===== src/hdl/istft_pkg.sv =====
// Shared types, sizes and constant tables of the inverse STFT overlap-add block.
// Twiddle and window tables are generated at elaboration by a rotation routine.
// No dependencies.
package istft_pkg;

  localparam int FFT_SIZE    = 16;
  localparam int HOP_SIZE    = 4;
  localparam int BIN_COUNT   = 9;
  localparam int FFT_W       = $clog2(FFT_SIZE);
  localparam int BIN_W       = $clog2(BIN_COUNT);
  localparam int LIM_MAX     = (HOP_SIZE > FFT_SIZE / 2) ? HOP_SIZE : FFT_SIZE / 2;
  localparam int J_W         = (LIM_MAX > 1) ? $clog2(LIM_MAX) : 1;

  localparam longint PI_Q16          = 205887;
  localparam longint TWO_PI_Q16      = 411775;
  localparam longint HALF_PI_Q16     = 102944;
  localparam longint CORDIC_GAIN_Q30 = 652032874;
  localparam longint ONE_Q30         = 1073741824;
  localparam int     MAG_CLAMP       = 25600;
  localparam int     CORDIC_STEPS    = 16;
  localparam int     STEP_W          = $clog2(CORDIC_STEPS);

  localparam int ANG_W     = 21;
  localparam int MAG_W     = 15;
  localparam int ROT_W     = 33;
  localparam int FRONT_P_W = 49;
  localparam int SPEC_W    = 24;
  localparam int TW_W      = 32;
  localparam int PROD_W    = 56;
  localparam int ACC_W     = 64;
  localparam int V_W       = 32;
  localparam int WIN_W     = 15;
  localparam int VW_W      = 48;
  localparam int OV_W      = 32;
  localparam int ENV_W     = 24;
  localparam int ENV_INC_W = 20;
  localparam int FRAME_W   = 16;
  localparam int SAMPLE_W  = 18;
  localparam int DIV_NUM_W = 48;
  localparam int DIV_CW    = $clog2(DIV_NUM_W);
  localparam int QUEUE_DEPTH = 2;
  localparam int QUEUE_AW    = $clog2(QUEUE_DEPTH);

  typedef struct packed {
    logic [15:0]        magnitude;
    logic signed [15:0] phase;
    logic               final_frame;
  } in_item_t;

  typedef struct packed {
    logic signed [SAMPLE_W-1:0] sample;
    logic                       last_of_run;
    logic                       stream_done;
  } out_item_t;

  typedef struct packed {
    logic signed [SPEC_W-1:0] re;
    logic signed [SPEC_W-1:0] im;
    logic                     fin;
  } bin_t;

  typedef logic [FFT_SIZE-1:0][TW_W-1:0]      tw_tab_t;
  typedef logic [FFT_SIZE-1:0][WIN_W-1:0]     win_tab_t;
  typedef logic [FFT_SIZE-1:0][ENV_INC_W-1:0] env_tab_t;

  function automatic logic signed [ANG_W-1:0] atan_q16(input logic [STEP_W-1:0] i);
    case (i)
      4'd0:    return 21'sd51472;
      4'd1:    return 21'sd30386;
      4'd2:    return 21'sd16055;
      4'd3:    return 21'sd8150;
      4'd4:    return 21'sd4091;
      4'd5:    return 21'sd2047;
      4'd6:    return 21'sd1024;
      4'd7:    return 21'sd512;
      4'd8:    return 21'sd256;
      4'd9:    return 21'sd128;
      4'd10:   return 21'sd64;
      4'd11:   return 21'sd32;
      4'd12:   return 21'sd16;
      4'd13:   return 21'sd8;
      4'd14:   return 21'sd4;
      default: return 21'sd2;
    endcase
  endfunction

  function automatic logic signed [63:0] round_shr(input logic signed [63:0] x, input int s);
    logic [63:0] m;
    logic [63:0] r;
    m = x[63] ? 64'(-x) : 64'(x);
    r = (m + (64'd1 << (s - 1))) >> s;
    return x[63] ? $signed(-r) : $signed(r);
  endfunction

  function automatic longint cordic_ref(input longint ang, input bit want_sin);
    longint r;
    longint x;
    longint y;
    longint nx;
    bit     neg;
    r   = ang % TWO_PI_Q16;
    x   = CORDIC_GAIN_Q30;
    y   = 0;
    neg = 1'b0;
    if (r > PI_Q16) r = r - TWO_PI_Q16;
    if (r < -PI_Q16) r = r + TWO_PI_Q16;
    if (r > HALF_PI_Q16) begin
      r   = r - PI_Q16;
      neg = 1'b1;
    end else if (r < -HALF_PI_Q16) begin
      r   = r + PI_Q16;
      neg = 1'b1;
    end
    for (int i = 0; i < CORDIC_STEPS; i++) begin
      if (r >= 0) begin
        nx = x - (y >>> i);
        y  = y + (x >>> i);
        r  = r - longint'(atan_q16(STEP_W'(i)));
      end else begin
        nx = x + (y >>> i);
        y  = y - (x >>> i);
        r  = r + longint'(atan_q16(STEP_W'(i)));
      end
      x = nx;
    end
    if (want_sin) return neg ? -y : y;
    return neg ? -x : x;
  endfunction

  function automatic longint twiddle_angle(input int m);
    return (longint'(m) * TWO_PI_Q16 * 2 + FFT_SIZE) / (2 * FFT_SIZE);
  endfunction

  function automatic tw_tab_t make_twiddles(input bit want_sin);
    tw_tab_t t;
    for (int m = 0; m < FFT_SIZE; m++) begin
      t[m] = TW_W'(cordic_ref(twiddle_angle(m), want_sin));
    end
    return t;
  endfunction

  function automatic longint hann_value(input int m);
    longint d;
    longint w;
    d = ONE_Q30 - cordic_ref(twiddle_angle(m), 1'b0);
    w = (d >= 0) ? (d + 65536) / 131072 : -((-d + 65536) / 131072);
    if (w < 0) w = 0;
    if (w > 16384) w = 16384;
    return w;
  endfunction

  function automatic win_tab_t make_hann();
    win_tab_t t;
    for (int m = 0; m < FFT_SIZE; m++) t[m] = WIN_W'(hann_value(m));
    return t;
  endfunction

  function automatic env_tab_t make_env_inc();
    env_tab_t t;
    longint   w;
    for (int m = 0; m < FFT_SIZE; m++) begin
      w    = hann_value(m);
      t[m] = ENV_INC_W'((w * w + 256) >>> 9);
    end
    return t;
  endfunction

  localparam tw_tab_t  TW_COS  = make_twiddles(1'b0);
  localparam tw_tab_t  TW_SIN  = make_twiddles(1'b1);
  localparam win_tab_t HANN    = make_hann();
  localparam env_tab_t ENV_INC = make_env_inc();

endpackage


===== src/hdl/istft_fifo.sv =====
// Short queue of converted bins between the front end and the back end.
// Depends on istft_pkg.
module istft_fifo (
  input  logic            clk_i,
  input  logic            rst_ni,
  input  logic            wr_valid_i,
  output logic            wr_ready_o,
  input  istft_pkg::bin_t wr_data_i,
  output logic            rd_valid_o,
  input  logic            rd_ready_i,
  output istft_pkg::bin_t rd_data_o
);
  import istft_pkg::*;

  bin_t                      mem_q [QUEUE_DEPTH];
  logic [QUEUE_AW-1:0]       wr_ptr_q, rd_ptr_q;
  logic [$clog2(QUEUE_DEPTH+1)-1:0] count_q;
  logic push, pop;

  assign wr_ready_o = (count_q != ($clog2(QUEUE_DEPTH+1))'(QUEUE_DEPTH));
  assign rd_valid_o = (count_q != '0);
  assign push       = wr_valid_i && wr_ready_o;
  assign pop        = rd_valid_o && rd_ready_i;
  assign rd_data_o  = mem_q[rd_ptr_q];

  always_ff @(posedge clk_i) begin
    if (push) mem_q[wr_ptr_q] <= wr_data_i;
  end

  always_ff @(posedge clk_i or negedge rst_ni) begin
    if (!rst_ni) begin
      wr_ptr_q <= '0;
      rd_ptr_q <= '0;
      count_q  <= '0;
    end else begin
      if (push) wr_ptr_q <= wr_ptr_q + 1'b1;
      if (pop) rd_ptr_q <= rd_ptr_q + 1'b1;
      if (push && !pop) begin
        count_q <= count_q + 1'b1;
      end else if (pop && !push) begin
        count_q <= count_q - 1'b1;
      end
    end
  end

endmodule


===== config.mk =====
export PLATFORM = sky130hd
export DESIGN_NAME = istft_fifo
export DESIGN_NICKNAME = d
export VERILOG_FILES = /design/src/hdl/istft_pkg.sv /design/src/hdl/istft_fifo.sv
export SDC_FILE = /design/constraint.sdc
export NUM_CORES = 1
export LEC_CHECK = 0
export BUFFER_PORTS_ARGS = -buffer_cell sky130_fd_sc_hd__buf_2
export CORE_ASPECT_RATIO = 0.8
export CORE_MARGIN = 10
export CORE_UTILIZATION = 56
export CTS_BUF_LIST = sky130_fd_sc_hd__clkbuf_16
export DETAILED_ROUTE_END_ITERATION = 7
export PLACE_DENSITY_LB_ADDON = 0.2
export SYNTH_ARGS = -nofsm -noshare
export SYNTH_HDL_FRONTEND = slang
export SYNTH_SLANG_ARGS = --single-unit
export TNS_END_PERCENT = 100

===== constraint.sdc =====
create_clock -name clk_i -period 8.1 [get_ports clk_i]
set_input_delay 0.405 -clock clk_i [delete_from_list [all_inputs] [get_ports clk_i]]
set_output_delay 0.405 -clock clk_i [all_outputs]
set_load 0.03 [all_outputs]

# ---- Word-level counts from Yosys, hierarchy flattened
# Memories as Yosys holds them, arrays and structs flattened.
# Index checks and enable logic that the tools add are counted.
# W data, S select, Z words.
dict set report word_totals {
  regBits 4
  out_inout_bits 51
  word_cells 21
  mem_bits_rw 98
  input_bits 53
  mem_count 1
}
# memory words word_bits rd rd_ports_with_merged_regs wr line_no
set mem_list {}
lappend mem_list {mem_q 2 49 1 0 1 istft_fifo.sv:15} ;# bin_t mem_q [QUEUE_DEPTH];
dict set report classes {
  n_reduce_logical 8
  n_mux 4
  addsub 4
  n_eq_ne 1
}
# cell n
set ops {}
lappend ops {{$logic_and A1 B1 Y1} 4}
lappend ops {{$mux W2} 2}
lappend ops {{$reduce_bool A2 Y1} 2}
lappend ops {{$add A1 B1 Y1 const B} 2}
lappend ops {{$add A2 B1 Y2 const B} 1}
lappend ops {{$logic_not A1 Y1} 2}
lappend ops {{$mux W1} 2}
lappend ops {{$ne A2 B2 Y1 const B} 1}
lappend ops {{$sub A2 B1 Y2 const B} 1}

# ---- Longest topological paths before layout
dict set report depth {
  ltp_word 6
  ltp_mapped 7
  mapped_depth_nobuf 7
}

# ---- Worst setup path after synthesis
# No wires, ideal clock.
dict set report synth_path {
  path_kind {register -> register}
  from {reg count_q[0]}
  to {mem mem_q[0][0] (netlist name), enable pin}
  required_ns 7.644
  stages_incl_launch_ff 4
  path_buffers 0
  t_arrival_ns 2.947
  setup_ns 0.456
  setup_slack_ns 4.697
  period_less_slack_ns 3.403
  cell_sequence {dfrtp_1 -> nand2b_1 -> nand2_1 -> nor2_1}
}
dict set report synth_via {
  elab_chain_len 4
}
# element line_no
set synth_rtl {}
lappend synth_rtl {{start: declaration} istft_fifo.sv:17} ;# logic [$clog2(QUEUE_DEPTH+1)-1:0] count_q;
lappend synth_rtl {{start signal: assignment} istft_fifo.sv:39} ;# count_q <= count_q + 1'b1;
lappend synth_rtl {{start signal: assignment} istft_fifo.sv:41} ;# count_q <= count_q - 1'b1;
lappend synth_rtl {{$ne A2 B2 Y1} istft_fifo.sv:20} ;# assign wr_ready_o = (count_q != ($clog2(QUEUE_DEPTH+1))'(QUEUE_DEPTH));
lappend synth_rtl {{net wr_ready_o} istft_fifo.sv:7} ;# output logic wr_ready_o,
lappend synth_rtl {{$logic_and A1 B1 Y1} istft_fifo.sv:22} ;# assign push = wr_valid_i && wr_ready_o;
lappend synth_rtl {{$mux W1} istft_fifo.sv:27} ;# if (push) mem_q[wr_ptr_q] <= wr_data_i;
lappend synth_rtl {{$mux W1 (implied by the code)} istft_fifo.sv:27}
lappend synth_rtl {{end: declaration} istft_fifo.sv:15}
# The timed path passes the listed nets, and every way through them passes these cells.

==> impl_metrics.py <==
metrics = {
    "worst_setup_path": {
        "reg2reg_setup_slack_ns": 6.09,
        "worstSetupStartpoint": "rd_ptr_q$_DFFE_PN0P_",
        "cp-endpoint": "rd_data_o[18]",
        "kind_of_capture_point_of_the_worst_setup_path": "output pin",
        "timing.critical_path.arrival_ns": 1.96,
        "worstReg2RegStart": "count_q[0]$_DFFE_PN0P_",
        "rr_worst_depth": 4,
        "critical_path.max_fanout": 50,
        "cp.required_ns": 7.70,
        "r2r_end": "mem_q[0][9]$_DFFE_PP_",
        "criticalPathCategory": "reg -> out",
        "critPathLaunchType": "flip-flop",
    },
    "route": {
        "dr_total_vias": 1848,
        "drcViolationCount": 0,
        "dr.pass1.iters": 4,
        "drt_iter0_markers": 74,
        "antenna_violating_nets_post_route": 0,
        "routed_wl_um": 6540,
        "detail_route.vias_per_cell": 4.95,
        "drt-wirelength-per-cell_um": 17.5,
    },
    "clocking": {
        "clk_latency_ns": 0.33,
        "cts_buffers": 9,
        "clkSlewWorstSetupHoldPaths_ns": 0.06,
        "clock-sinks": 102,
        "maximum_root_to_sink_buffer_count": 2,
        "cts_tree": "done",
        "cts_root_buf": "sky130_fd_sc_hd__clkbuf_16",
        "ctsHtreeMaxLevel": 3,
    },
    "layout": {
        "fraction_of_layout_instances_using_a_drive_strength_above_1": 0.598,
        "finish.cell_count_without_fillers": 373,
        "flow.area_growth_from_synthesis_pct": 21.7,
        "fin_nets": 335,
        "layout.core_utilization": 0.704,
        "final.fill_count": 464,
        "diodes": 0,
    },
    "sta": {
        "worst_pin_slew_ns": 1.15,
        "slew_violations": 0,
        "slew_headroom": 0.232,
        "hold_violations": 0,
        "achievable-frequency_mhz": 423,
        "grt_setup_unrepaired": "no",
        "tns_ns": 0,
        "worst_hold_slack_ns": 0.263,
        "finalWorstPathRequiredPeriod_ns": 2.37,
        "min_period_over_period": 0.292,
        "finalClockSkew_ns": 0.00461,
        "setup-violations-final": 0,
    },
    "die": {
        "die_area_sq_um": 10900,
        "dieHeight_um": 95.4,
        "floorplan.io_pins": 104,
        "dieWidth_um": 114,
        "initial_utilization": 0.578,
        "core.rowCount": 27,
        "area_of_the_core_sq_um": 6890,
    },
    "pwr": {
        "intPower_w": 0.00129,
        "comb_power_share": 0.352,
        "vdd_ir_drop_max_v": 0.000315,
        "seq_power_share": 0.421,
        "switching_share": 0.341,
        "power.total_w": 0.00196,
        "power_leakage_nw": 1.98,
        "switching_power_w": 0.000669,
        "clockPowerShare": 0.227,
        "p_per_area_nw_per_um2": 404,
    },
    "synthesis": {
        "synth.net_count": 225,
        "yosys_cell_types": 14,
        "postSynthRegisterBits": 102,
        "synth_top_area_share": 0.739,
        "yosys-mux-area-fraction": 0.185,
        "compound_cell_area_share_of_the_yosys_netlist": 0,
        "synth-edff-count": 98,
        "biggest_area_consumer_among_synthesized_cells": "sky130_fd_sc_hd__edfxtp_1",
        "synthAdderAreaFrac": 0.00314,
        "xor_and_xnor_fraction_of_the_mapped_netlist_area": 0.0110,
        "synth-simple-area-share": 0.00848,
        "yosys-top-cells-area": "sky130_fd_sc_hd__edfxtp_1 74%, sky130_fd_sc_hd__mux2_4 18%, sky130_fd_sc_hd__buf_12 2.5%",
        "synth_top_family_by_area": "multiplexers",
        "yosys_warnings": 0,
        "synth.cells.most_frequent": "98 x sky130_fd_sc_hd__edfxtp_1, 49 x sky130_fd_sc_hd__mux2_4, 5 x sky130_fd_sc_hd__buf_12",
        "yosys.cell_count.top_type": "sky130_fd_sc_hd__edfxtp_1",
        "postSynth.asyncResetShare": 0.0392,
        "post_syn_instances": 171,
        "synth_sequential_area_ratio": 0.764,
        "synthFlopType": "sky130_fd_sc_hd__edfxtp_1",
        "syn-cell-area_sq_um": 3980,
        "syn_area_per_cell_sq_um": 23.3,
    },
    "worst_hold_path": {
        "timing.hold.worst_path_depth": 1,
        "holdCritPathClass": "in -> reg",
    },
    "place": {
        "gpl.final_weighted_congestion": 0.649,
        "placed_cells": 356,
        "placement.io_buffers": 103,
        "dpl_hpwl_um": 4530,
    },
    "global_route": {
        "grt_start_max_net_pins": 51,
        "via_count_of_the_first_global_routing_pass": 2047,
        "gr-total-overflow": 0,
        "gr-usage-all-layers": 0.120,
        "grt_pass1_wl_um": 10200,
        "grt_antenna_before_repair": 0,
    },
    "status": {
        "result_of_the_run": "completed",
    },
    "job": {
        "maxCapViolations": 0,
    },
}
[kinds of logic (layout without fill, tap and decap cells)]
family / after synthesis / in the layout
simple gates: 7 / 7
flops: 102 / 102
fa+ha+maj: 1 / 1
mux: 49 / 49
xor+xnor: 5 / 5
buf+inv: 7 / 122
[per-layer routing]
layer | part of all wire | track usage | up-vias
li1 | - | - | 888
met1 | 0.40 | 0.135 | 894
met2 | 0.51 | 0.198 | 64
met3 | 0.090 | 0.0653 | 2
met4 | 0.0041 | 0.0281 | 0
met5 | 0 | 0 | -
[worst max-delay path, cell delays in order (launching register included)]
cell and delay [ns]:
sky130_fd_sc_hd__dfrtp_4 1.04, sky130_fd_sc_hd__mux2_4 0.36, sky130_fd_sc_hd__buf_2 0.18
[layout by cell type, fill, tap and decap left out]
cell | synthesis | routed
sky130_fd_sc_hd__inv_6 | 0 | 1
sky130_fd_sc_hd__xor2_1 | 2 | 2
sky130_fd_sc_hd__nor2_4 | 0 | 1
sky130_fd_sc_hd__mux2_4 | 49 | 49
sky130_fd_sc_hd__clkinv_4 | 0 | 2
sky130_fd_sc_hd__inv_1 | 1 | 1
sky130_fd_sc_hd__clkbuf_16 | 0 | 9
sky130_fd_sc_hd__bufinv_16 | 0 | 2
sky130_fd_sc_hd__xnor2_1 | 3 | 3
sky130_fd_sc_hd__buf_4 | 0 | 1
sky130_fd_sc_hd__clkinv_1 | 0 | 1
sky130_fd_sc_hd__nand2_1 | 2 | 2
sky130_fd_sc_hd__dfrtp_1 | 4 | 3
sky130_fd_sc_hd__and3_2 | 0 | 1
sky130_fd_sc_hd__nor2_1 | 2 | 1
sky130_fd_sc_hd__edfxtp_1 | 98 | 98
sky130_fd_sc_hd__nand2b_1 | 1 | 1
sky130_fd_sc_hd__buf_2 | 0 | 103
sky130_fd_sc_hd__ha_1 | 1 | 1
sky130_fd_sc_hd__dfrtp_4 | 0 | 1
sky130_fd_sc_hd__dlygate4sd3_1 | 0 | 1
sky130_fd_sc_hd__or2_1 | 1 | 1
sky130_fd_sc_hd__clkinvlp_4 | 0 | 1
[flip-flops by register name (all words and copies together) (netlist names)]
signal,cells
count_q,2
mem_q,98
rd_ptr_q,1
wr_ptr_q,1
[power by group through the flow]
stage	Combinational (W)	Clock, W	Sequential, W
final	0.000690	0.000446	0.000825
after global routing	0.000733	0.000481	0.000844
after CTS	0.000705	0.000459	0.000827
after detailed placement	0.000703	0	0.000838
after global placement	0.000701	0	0.000834
after floorplan	0.000645	0	0.000764
[what timing repair did]
| item | in CTS | in global routing |
|---|---|---|
| setup endpoints to repair | 0 | 0 |
| hold buffers | 1 | 0 |
| gates resized for setup | 0 | 0 |
| hold endpoints to repair | 4 | 0 |
| setup buffers | 0 | 0 |
[worst min path at each step]
stage / start / to / slack (ns)
after floorplan: rst_ni / count_q[0]$_DFFE_PN0P_ / 0.11
after global placement: rst_ni / count_q[1]$_DFFE_PN0P_ / 0.22
after detailed placement: rst_ni / count_q[1]$_DFFE_PN0P_ / 0.22
after CTS: wr_data_i[35] / mem_q[1][35]$_DFFE_PP_ / 0.25
after global routing: wr_data_i[35] / mem_q[1][35]$_DFFE_PP_ / 0.24
final: wr_data_i[30] / mem_q[0][30]$_DFFE_PP_ / 0.26
[layout make-up]
cell class                      count  area [sq um]  area share
Tap cell                           87           109      0.0224
Timing Repair Buffer              105           533       0.110
Clock inverter                      7          97.6      0.0201
Clock buffer                        9           225      0.0464
Sequential cell                   102          3050       0.628
Multi-Input combinational cell     62           835       0.172
Inverter                            1          3.75    0.000774
[stage by stage]
step                worst slack [ns]  instance area (sq um)
floorplan                       4.70                   3980
global placement                6.08                   4520
detailed placement              6.05                   4520
CTS                             5.73                   4850
global route                    5.65                   4850
finish                          5.73                   4850
Note: power is estimated with default switching activity, not from simulation.
