===== src/hdl/istft_pkg.sv =====
// Shared types, sizes and constant tables of the inverse STFT overlap-add block.
// Twiddle and window tables are generated at elaboration by a rotation routine.
// No dependencies.
package istft_pkg;

  localparam int FFT_SIZE    = 16;
  localparam int HOP_SIZE    = 4;
  localparam int BIN_COUNT   = 9;
  localparam int FFT_W       = $clog2(FFT_SIZE);
  localparam int BIN_W       = $clog2(BIN_COUNT);
  localparam int LIM_MAX     = (HOP_SIZE > FFT_SIZE / 2) ? HOP_SIZE : FFT_SIZE / 2;
  localparam int J_W         = (LIM_MAX > 1) ? $clog2(LIM_MAX) : 1;

  localparam longint PI_Q16          = 205887;
  localparam longint TWO_PI_Q16      = 411775;
  localparam longint HALF_PI_Q16     = 102944;
  localparam longint CORDIC_GAIN_Q30 = 652032874;
  localparam longint ONE_Q30         = 1073741824;
  localparam int     MAG_CLAMP       = 25600;
  localparam int     CORDIC_STEPS    = 16;
  localparam int     STEP_W          = $clog2(CORDIC_STEPS);

  localparam int ANG_W     = 21;
  localparam int MAG_W     = 15;
  localparam int ROT_W     = 33;
  localparam int FRONT_P_W = 49;
  localparam int SPEC_W    = 24;
  localparam int TW_W      = 32;
  localparam int PROD_W    = 56;
  localparam int ACC_W     = 64;
  localparam int V_W       = 32;
  localparam int WIN_W     = 15;
  localparam int VW_W      = 48;
  localparam int OV_W      = 32;
  localparam int ENV_W     = 24;
  localparam int ENV_INC_W = 20;
  localparam int FRAME_W   = 16;
  localparam int SAMPLE_W  = 18;
  localparam int DIV_NUM_W = 48;
  localparam int DIV_CW    = $clog2(DIV_NUM_W);
  localparam int QUEUE_DEPTH = 2;
  localparam int QUEUE_AW    = $clog2(QUEUE_DEPTH);

  typedef struct packed {
    logic [15:0]        magnitude;
    logic signed [15:0] phase;
    logic               final_frame;
  } in_item_t;

  typedef struct packed {
    logic signed [SAMPLE_W-1:0] sample;
    logic                       last_of_run;
    logic                       stream_done;
  } out_item_t;

  typedef struct packed {
    logic signed [SPEC_W-1:0] re;
    logic signed [SPEC_W-1:0] im;
    logic                     fin;
  } bin_t;

  typedef logic [FFT_SIZE-1:0][TW_W-1:0]      tw_tab_t;
  typedef logic [FFT_SIZE-1:0][WIN_W-1:0]     win_tab_t;
  typedef logic [FFT_SIZE-1:0][ENV_INC_W-1:0] env_tab_t;

  function automatic logic signed [ANG_W-1:0] atan_q16(input logic [STEP_W-1:0] i);
    case (i)
      4'd0:    return 21'sd51472;
      4'd1:    return 21'sd30386;
      4'd2:    return 21'sd16055;
      4'd3:    return 21'sd8150;
      4'd4:    return 21'sd4091;
      4'd5:    return 21'sd2047;
      4'd6:    return 21'sd1024;
      4'd7:    return 21'sd512;
      4'd8:    return 21'sd256;
      4'd9:    return 21'sd128;
      4'd10:   return 21'sd64;
      4'd11:   return 21'sd32;
      4'd12:   return 21'sd16;
      4'd13:   return 21'sd8;
      4'd14:   return 21'sd4;
      default: return 21'sd2;
    endcase
  endfunction

  function automatic logic signed [63:0] round_shr(input logic signed [63:0] x, input int s);
    logic [63:0] m;
    logic [63:0] r;
    m = x[63] ? 64'(-x) : 64'(x);
    r = (m + (64'd1 << (s - 1))) >> s;
    return x[63] ? $signed(-r) : $signed(r);
  endfunction

  function automatic longint cordic_ref(input longint ang, input bit want_sin);
    longint r;
    longint x;
    longint y;
    longint nx;
    bit     neg;
    r   = ang % TWO_PI_Q16;
    x   = CORDIC_GAIN_Q30;
    y   = 0;
    neg = 1'b0;
    if (r > PI_Q16) r = r - TWO_PI_Q16;
    if (r < -PI_Q16) r = r + TWO_PI_Q16;
    if (r > HALF_PI_Q16) begin
      r   = r - PI_Q16;
      neg = 1'b1;
    end else if (r < -HALF_PI_Q16) begin
      r   = r + PI_Q16;
      neg = 1'b1;
    end
    for (int i = 0; i < CORDIC_STEPS; i++) begin
      if (r >= 0) begin
        nx = x - (y >>> i);
        y  = y + (x >>> i);
        r  = r - longint'(atan_q16(STEP_W'(i)));
      end else begin
        nx = x + (y >>> i);
        y  = y - (x >>> i);
        r  = r + longint'(atan_q16(STEP_W'(i)));
      end
      x = nx;
    end
    if (want_sin) return neg ? -y : y;
    return neg ? -x : x;
  endfunction

  function automatic longint twiddle_angle(input int m);
    return (longint'(m) * TWO_PI_Q16 * 2 + FFT_SIZE) / (2 * FFT_SIZE);
  endfunction

  function automatic tw_tab_t make_twiddles(input bit want_sin);
    tw_tab_t t;
    for (int m = 0; m < FFT_SIZE; m++) begin
      t[m] = TW_W'(cordic_ref(twiddle_angle(m), want_sin));
    end
    return t;
  endfunction

  function automatic longint hann_value(input int m);
    longint d;
    longint w;
    d = ONE_Q30 - cordic_ref(twiddle_angle(m), 1'b0);
    w = (d >= 0) ? (d + 65536) / 131072 : -((-d + 65536) / 131072);
    if (w < 0) w = 0;
    if (w > 16384) w = 16384;
    return w;
  endfunction

  function automatic win_tab_t make_hann();
    win_tab_t t;
    for (int m = 0; m < FFT_SIZE; m++) t[m] = WIN_W'(hann_value(m));
    return t;
  endfunction

  function automatic env_tab_t make_env_inc();
    env_tab_t t;
    longint   w;
    for (int m = 0; m < FFT_SIZE; m++) begin
      w    = hann_value(m);
      t[m] = ENV_INC_W'((w * w + 256) >>> 9);
    end
    return t;
  endfunction

  localparam tw_tab_t  TW_COS  = make_twiddles(1'b0);
  localparam tw_tab_t  TW_SIN  = make_twiddles(1'b1);
  localparam win_tab_t HANN    = make_hann();
  localparam env_tab_t ENV_INC = make_env_inc();

endpackage


===== src/hdl/istft_front.sv =====
// Front end: accepts one spectrum bin per beat and turns magnitude and phase
// into a rounded real/imaginary pair with an iterative 16-step rotation.
// Depends on istft_pkg.
module istft_front (
  input  logic               clk_i,
  input  logic               rst_ni,
  input  logic               in_valid_i,
  output logic               in_ready_o,
  input  istft_pkg::in_item_t in_data_i,
  output logic               bin_valid_o,
  input  logic               bin_ready_i,
  output istft_pkg::bin_t    bin_o
);
  import istft_pkg::*;

  typedef enum logic [3:0] {
    F_IDLE = 4'b0001,
    F_ROT  = 4'b0010,
    F_MUL  = 4'b0100,
    F_PUSH = 4'b1000
  } front_state_e;

  localparam logic signed [ANG_W-1:0] K_PI   = ANG_W'(PI_Q16);
  localparam logic signed [ANG_W-1:0] K_2PI  = ANG_W'(TWO_PI_Q16);
  localparam logic signed [ANG_W-1:0] K_HPI  = ANG_W'(HALF_PI_Q16);
  localparam logic signed [ROT_W-1:0] K_GAIN = ROT_W'(CORDIC_GAIN_Q30);

  front_state_e state_q, state_d;
  logic [MAG_W-1:0]           mag_q;
  logic                       fin_q;
  logic                       neg_q;
  logic signed [ANG_W-1:0]    ang_q;
  logic signed [ROT_W-1:0]    x_q, y_q;
  logic [STEP_W-1:0]          step_q;
  logic signed [FRONT_P_W-1:0] pr_q, pi_q;

  logic signed [ANG_W-1:0] ang, a0, a1, a2, at;
  logic                    neg;
  logic [MAG_W-1:0]        mag_c;
  logic signed [ROT_W-1:0] xs, ys, cv, sv;

  always_comb begin
    ang = ANG_W'($signed({in_data_i.phase, 4'b0000}));
    if (ang >= K_2PI) begin
      a0 = ang - K_2PI;
    end else if (ang <= -K_2PI) begin
      a0 = ang + K_2PI;
    end else begin
      a0 = ang;
    end
    if (a0 > K_PI) begin
      a1 = a0 - K_2PI;
    end else if (a0 < -K_PI) begin
      a1 = a0 + K_2PI;
    end else begin
      a1 = a0;
    end
    neg = 1'b0;
    a2  = a1;
    if (a1 > K_HPI) begin
      a2  = a1 - K_PI;
      neg = 1'b1;
    end else if (a1 < -K_HPI) begin
      a2  = a1 + K_PI;
      neg = 1'b1;
    end
    mag_c = (in_data_i.magnitude > 16'(MAG_CLAMP)) ? MAG_W'(MAG_CLAMP)
                                                    : in_data_i.magnitude[MAG_W-1:0];
  end

  assign xs = x_q >>> step_q;
  assign ys = y_q >>> step_q;
  assign at = atan_q16(step_q);
  assign cv = neg_q ? -x_q : x_q;
  assign sv = neg_q ? -y_q : y_q;

  always_comb begin
    state_d = state_q;
    case (state_q)
      F_IDLE:  if (in_valid_i) state_d = F_ROT;
      F_ROT:   if (step_q == STEP_W'(CORDIC_STEPS - 1)) state_d = F_MUL;
      F_MUL:   state_d = F_PUSH;
      F_PUSH:  if (bin_ready_i) state_d = F_IDLE;
      default: state_d = F_IDLE;
    endcase
  end

  always_ff @(posedge clk_i or negedge rst_ni) begin
    if (!rst_ni) begin
      state_q <= F_IDLE;
    end else begin
      state_q <= state_d;
    end
  end

  always_ff @(posedge clk_i) begin
    case (state_q)
      F_IDLE: begin
        mag_q  <= mag_c;
        fin_q  <= in_data_i.final_frame;
        neg_q  <= neg;
        ang_q  <= a2;
        x_q    <= K_GAIN;
        y_q    <= '0;
        step_q <= '0;
      end
      F_ROT: begin
        if (ang_q >= 0) begin
          x_q   <= x_q - ys;
          y_q   <= y_q + xs;
          ang_q <= ang_q - at;
        end else begin
          x_q   <= x_q + ys;
          y_q   <= y_q - xs;
          ang_q <= ang_q + at;
        end
        step_q <= step_q + 1'b1;
      end
      F_MUL: begin
        pr_q <= $signed({1'b0, mag_q}) * cv;
        pi_q <= $signed({1'b0, mag_q}) * sv;
      end
      default: begin
      end
    endcase
  end

  assign in_ready_o  = (state_q == F_IDLE);
  assign bin_valid_o = (state_q == F_PUSH);
  assign bin_o.re    = SPEC_W'(round_shr(64'(pr_q), 22));
  assign bin_o.im    = SPEC_W'(round_shr(64'(pi_q), 22));
  assign bin_o.fin   = fin_q;

endmodule


===== config.mk =====
export PLATFORM = sky130hd
export DESIGN_NAME = istft_front
export DESIGN_NICKNAME = d
export VERILOG_FILES = /design/src/hdl/istft_pkg.sv /design/src/hdl/istft_front.sv
export SDC_FILE = /design/constraint.sdc
export NUM_CORES = 2
export LEC_CHECK = 0
export ABC_CLOCK_PERIOD_IN_PS = 16800
export BUFFER_PORTS_ARGS = -buffer_cell sky130_fd_sc_hd__buf_2
export CAP_MARGIN = 40
export CORE_ASPECT_RATIO = 1.1
export CORE_MARGIN = 1
export CORE_UTILIZATION = 55
export DETAILED_ROUTE_END_ITERATION = 12
export PLACE_DENSITY = 0.78
export REMOVE_ABC_BUFFERS = 1
export SYNTH_ARGS = -nofsm -noshare
export SYNTH_HDL_FRONTEND = slang
export SYNTH_SLANG_ARGS = --single-unit

===== constraint.sdc =====
create_clock -name clk_i -period 16.8 [get_ports clk_i]
set_clock_uncertainty 0.1 [all_clocks]
set_input_delay 3.36 -clock clk_i [delete_from_list [all_inputs] [get_ports clk_i]]
set_output_delay 3.36 -clock clk_i [all_outputs]
set_load 0.05 [all_outputs]

# Yosys cells after proc, flatten, opt, wreduce, memory -nomap -nowiden
# Memories as Yosys holds them, arrays and structs flattened. A register that Yosys moved wholly into a read port is not among the register bits.
# Cells that the tools add are included.
[totals]
mem_count = 1
input_bits = 37
mem_bits_ro = 256
wordCells = 79
output_inout_bits = 51
reg_bits = 210
[mem_list]
columns = ["memory", "words", "word_bits", "rd", "rd_clocked_by_memory_dff", "wr", "line_no", "rtl"]
rows = [
  ["(no name shown)", 16, 16, 1, 1, 0, "istft_pkg.sv:67", "case (i)"],
]
[op_classes]
n_eq_ne = 8
shifts = 2
reduce_logical = 2
multipliers = 2
n_addsub = 21
muxes = 25
order_cmp = 8
[op_table]
columns = ["op", "n"]
rows = [
  ["21-bit 2-to-1 mux", 7],
  ["33-bit 2-to-1 mux", 4],
  ["33-bit case mux with 2 select lines", 2],
  ["16-bit by 33-bit multiplier with 49-bit output", 2],
  ["46-bit by 22-bit adder with 46-bit output (second input constant)", 2],
  ["46-bit 2-to-1 mux", 2],
  ["46-bit negation", 2],
  ["33-bit adder", 2],
  ["33-bit negation", 2],
  ["33-bit by 4-bit >>> shifter with 33-bit output", 2],
  ["33-bit subtractor", 2],
  ["24-bit 2-to-1 mux", 2],
  ["24-bit negation", 2],
  ["21-bit case mux with 2 select lines", 1],
  ["20-bit by 20-bit adder with 21-bit output (second input constant)", 1],
  ["21-bit by 19-bit adder with 21-bit output (second input constant)", 1],
  ["21-bit by 20-bit adder with 21-bit output (second input constant)", 1],
  ["21-bit adder", 1],
  ["21-bit by 1-bit >= comparator with 1-bit output (second input constant)", 1],
  ["21-bit by 18-bit > comparator with 1-bit output (second input constant)", 1],
  ["21-bit by 19-bit > comparator with 1-bit output (second input constant)", 1],
  ["21-bit by 18-bit < comparator with 1-bit output (second input constant)", 1],
  ["21-bit by 19-bit < comparator with 1-bit output (second input constant)", 1],
  ["20-bit by 20-bit subtractor with 21-bit output (second input constant)", 1],
  ["19 further kinds", 24],
]

# Longest topological paths before layout
[depth]
ltp_word = 10
mapped_depth = 37
mapped_depth_nobuf = 35

# Worst setup path after synthesis
# OpenSTA, ideal clock, no wires.
[synth_path]
path_type = "register to register"
startpoint = "register state_q[1]"
endpoint = "register state_q[0]"
required_ns = 16.604
stages_incl_launch_ff = 4
setup_time_ns = 0.096
synth_period_minus_slack_ns = 11.188
setup_slack_ns = 5.612
n_path_buf = 0
arrival_time_ns = 10.992
path_cell_list = "dfrtp_1 -> nor4b_1 -> or4_1 -> o21ai_0"
[synth_between]
elab_chain_cells = 3
word_cells_on_any_way = 9
cone_classes = "eq/ne: 7; mux: 1; reduce/logical: 1"
[synth_lines]
columns = ["element", "line_no", "rtl"]
rows = [
  ["start: declaration", "istft_front.sv:28", "front_state_e state_q, state_d;"],
  ["start signal: assignment", "istft_front.sv:92", "state_q <= state_d;"],
  ["4-bit by 2-bit equality test with 1-bit output, or another cell as far along", "istft_front.sv:79", "case (state_q)"],
  ["2-bit != test (no source line) / 2-bit by 1-bit != test with 1-bit output (equally long branches)", "n/a", ""],
  ["3-bit AND reduction (no source line)", "n/a", ""],
]
# Parallel ways exist; a longest one is shown, timed or not.
# A chain may end at the register's enable or synchronous reset.

# Worst setup path after layout
[layout_path]
startpoint = "input in_data_i[1] in the netlist's numbering"
endpoint = "register ang_q[19] (data pin)"
[layout_between]
elab_chain_cells = 10
word_cells_on_any_way = 19
cone_classes = "add/sub: 6; order compare: 6; mux: 7"
[layout_lines]
columns = ["element", "line_no", "rtl"]
rows = [
  ["start: declaration", "istft_front.sv:9", "input istft_pkg::in_item_t in_data_i,"],
  ["20-bit by 20-bit adder with 21-bit output / 20-bit less-or-equal comparator (equally long branches)", "istft_front.sv:47, istft_front.sv:46", ""],
  ["21-bit 2-to-1 mux", "istft_front.sv:46", "end else if (ang <= -K_2PI) begin"],
  ["21-bit 2-to-1 mux *", "istft_front.sv:44", "if (ang >= K_2PI) begin"],
  ["21-bit by 20-bit adder with 21-bit output / 21-bit by 19-bit < comparator with 1-bit output (equally long branches)", "istft_front.sv:54, istft_front.sv:53", ""],
  ["21-bit 2-to-1 mux", "istft_front.sv:53", "end else if (a0 < -K_PI) begin"],
  ["21-bit 2-to-1 mux *", "istft_front.sv:51", "if (a0 > K_PI) begin"],
  ["21-bit by 19-bit adder with 21-bit output / 21-bit by 18-bit < comparator with 1-bit output (equally long branches)", "istft_front.sv:64, istft_front.sv:63", ""],
  ["21-bit 2-to-1 mux", "istft_front.sv:63", "end else if (a1 < -K_HPI) begin"],
  ["21-bit 2-to-1 mux *", "istft_front.sv:60", "if (a1 > K_HPI) begin"],
  ["21-bit case mux with 2 select lines *", "istft_front.sv:97", "case (state_q)"],
  ["end signal: assignment", "istft_front.sv:111", "ang_q <= ang_q - at;"],
  ["end signal: assignment", "istft_front.sv:115", "ang_q <= ang_q + at;"],
  ["end: declaration", "istft_front.sv:32", "logic signed [ANG_W-1:0] ang_q;"],
]
# Every way passes the cells marked *; elsewhere a longest branch is shown, timed or not.

==> results.sh <==
export IMPL_gp_congestion=0.9389
export IMPL_worstMarginPinSlew_ns=0.9325
export IMPL_timing_final_crit_share_pct=64.00
export IMPL_core_region_area_mm2=0.1040
export IMPL_start_util_pct=55.50
export IMPL_num_nets_final=7849
export IMPL_wl_met3_um=9150
export IMPL_drt_iter0_markers=3475
export IMPL_highest_layer="met4"
export IMPL_cp_startpoint="in_data_i[1]"
export IMPL_synth_edf_count=202
export IMPL_syn_area_mm2=0.05769
export IMPL_hold_path_class="reg -> reg"
export IMPL_final_layout_size_suffix_gt1_share_pct=6.683
export IMPL_cts_resized=0
export IMPL_rrSetupSlack_ns=6.41
export IMPL_grt_start_max_net_pins=76
export IMPL_ys_types=122
export IMPL_synthTopCellsByArea="fa_1 (33%), edfxtp_1 (11%), ha_1 (7.5%), inv_1 (7.4%), nand2_1 (6.1%)"
export IMPL_crit_type="in -> reg"
export IMPL_r2r_start="x_q[0]"
export IMPL_hold_buffers=0
export IMPL_ys_seq_area_share_pct=11.24
export IMPL_setup_viol=0
export IMPL_synthToLayoutAreaGrowth_pct=5.296
export IMPL_async_flop_share_pct=1.802
export IMPL_final_util_pct=58.44
export IMPL_maxCapViolCount=0
export IMPL_grt_usage_pct=27.52
export IMPL_htree_levels=1
export IMPL_met1_length_um=56290
export IMPL_rows=124
export IMPL_grt_pass1_vias=47940
export IMPL_max_freq_ghz=0.09301
export IMPL_ff2ff_path_depth=33
export IMPL_cts_max_path_buffers=3
export IMPL_drv_slew=0
export IMPL_critPathLaunchType="primary input"
export IMPL_synthCells=6616
export IMPL_dr_wl_met2_um=71530
export IMPL_critPathMaxFanout=17
export IMPL_post_route_min_period_ns=10.75
export IMPL_avgSynthCellArea_um2=8.720
export IMPL_final_hold_viol_count=0
export IMPL_drc=0
export IMPL_cp_common_cell="ha_1"
export IMPL_dr_total_vias=46090
export IMPL_port_buffers=87
export IMPL_cp_arrival_ns=10.98
export IMPL_final_cell_mix="inv_1 (1,132), nand2_1 (938), fa_1 (937)"
export IMPL_dr_pass1_iters=6
export IMPL_nFillCells=9003
export IMPL_yosysTopAreaCellShare_pct=32.51
export IMPL_cts_setup_buffers=0
export IMPL_clock_latency_ns=0.62
export IMPL_top_level_ports=88
export IMPL_antenna_found_initial=2
export IMPL_grt_pass1_wl_um=240300
export IMPL_cts_sinks=222
export IMPL_hpwl_um=109000
export IMPL_finalWirelength_um=143500
export IMPL_die_area_mm2=0.1062
export IMPL_synth_ff_type="edfxtp_1"
export IMPL_status="complete, no violations"
export IMPL_required_ns=17.02
export IMPL_die_width_um=310.8
export IMPL_rsz0062_at_grt="false"
export IMPL_crit_end="ang_q[19]"
export IMPL_slowest_stage="ha_1"
export IMPL_fp_dieH_um=341.7
export IMPL_critPathMaxStageDelay_ns=0.66
export IMPL_ant_nets=0
export IMPL_ys_warn_count=0
export IMPL_ys_ff_latch=222
export IMPL_r2r_end="pr_q[45]"
export IMPL_tritoncts="done"
export IMPL_fin_setup_tns_ns=0
export IMPL_final_common_cell="inv_1"
export IMPL_end_kind="flip-flop"
export IMPL_cts_made_buffers=29
export IMPL_root_buffer="clkbuf_16"
export IMPL_grt_ovfl_total=0
export IMPL_routedWlPerCell_um=18.06
export IMPL_relSlewSlack_pct=37.53
export IMPL_path_clk_slew_ns=0.06
export IMPL_synth_top_area_cell="fa_1"
export IMPL_routed_via_density=5.803
[metrics by stage]
stage | hold slack (ns) | cell area [µm²] | cells | setup WS [ns]
2_1_floorplan | 0.4205 | 56430 | 6296 | 5.612
3_3_place_gp | 0.4802 | 59480 | 7871 | 5.629
3_5_place_dp | 0.5078 | 59640 | 7885 | 5.549
4_1_cts | 0.5245 | 60720 | 7939 | 6.189
5_1_grt | 0.5673 | 60750 | 7941 | 5.580
6_report | 0.5275 | 60750 | 7942 | 6.048
[layout make-up]
type	instances	area, µm²	share of cell area [%]
diodes	2	5.005	0.008239
clock buffers	37	827.0	1.361
clock inverters	17	252.7	0.4160
inverters	1138	4273	7.034
multi-input cells	4936	45780	75.36
flip-flops and latches	222	6487	10.68
well taps	1386	1734	2.855
repair buffers	204	1389	2.286
[critical path, delay by kind of cell]
kind                       cells  cell delay [ns]
AOI/OAI and AO/OA             12             3.63
buffers and inverters          6             0.82
muxes                          1             0.09
adders and majority gates      5             1.61
and+or+nand+nor                5             0.78
xor gates and xnor gates       3             0.67
[logic make-up after synthesis]
| family | Yosys count | share of synthesized area, % |
|---|---|---|
| xor gates and xnor gates | 460 | 7.059 |
| DFF | 222 | 11.24 |
| adders and majority gates | 1282 | 39.99 |
| AOI/OAI and AO/OA | 901 | 10.40 |
| muxes | 129 | 3.427 |
| and+or+nand+nor | 2164 | 18.29 |
| buffers and inverters | 1458 | 9.592 |
[per-layer routing]
metal | track usage, % | vias up
met5 | 0 | -
met4 | 12.11 | 0
met3 | 2.927 | 402
met2 | 47.73 | 1648
met1 | 34.86 | 23050
li1 | - | 20990
[worst min-delay path by stage]
stage	slack, ns	endpoint	from	cells past startpoint
final	0.53	state_q[2]	state_q[2]	1
after global routing	0.57	state_q[2]	state_q[2]	1
after CTS	0.52	state_q[2]	state_q[2]	1
after detailed placement	0.51	state_q[2]	state_q[2]	1
after global placement	0.48	state_q[2]	state_q[2]	1
after floorplan	0.42	state_q[2]	state_q[2]	1
[synth_stat cells (17+ instances only)]
cell type  count
nand4_1       22
and2_1       439
xor2_1       127
o21a_1        27
o41ai_1       20
mux4_2        52
or2_2         29
a31oi_1       25
nor2_1       255
o211ai_1      17
or3_1         49
a211oi_1      28
clkbuf_1     268
edfxtp_1     202
fa_1         937
nor4_1        35
nand2_1      938
o21bai_1      22
xnor2_1      328
mux2i_1       53
o22ai_1       25
buf_2         19
a21o_1        58
o21ai_0      231
o21ai_1       17
inv_1       1134
ha_1         344
nor2b_1       38
buf_1         27
nand2b_1      57
mux2_2        21
o31a_1        19
and3_1        44
a21oi_1      209
nand3_1       87
o31ai_1       52
nor3_1        88
[registers in the layout, summed over array words and instances (netlist names), 4 cells and up]
signal   cells
state_q      4
pi_q        47
x_q         33
ang_q       21
y_q         33
at          16
pr_q        47
mag_q       15
step_q       4
Power is not shown: default switching activity piles up to over one toggle a cycle in this logic, so the estimate is an artifact.
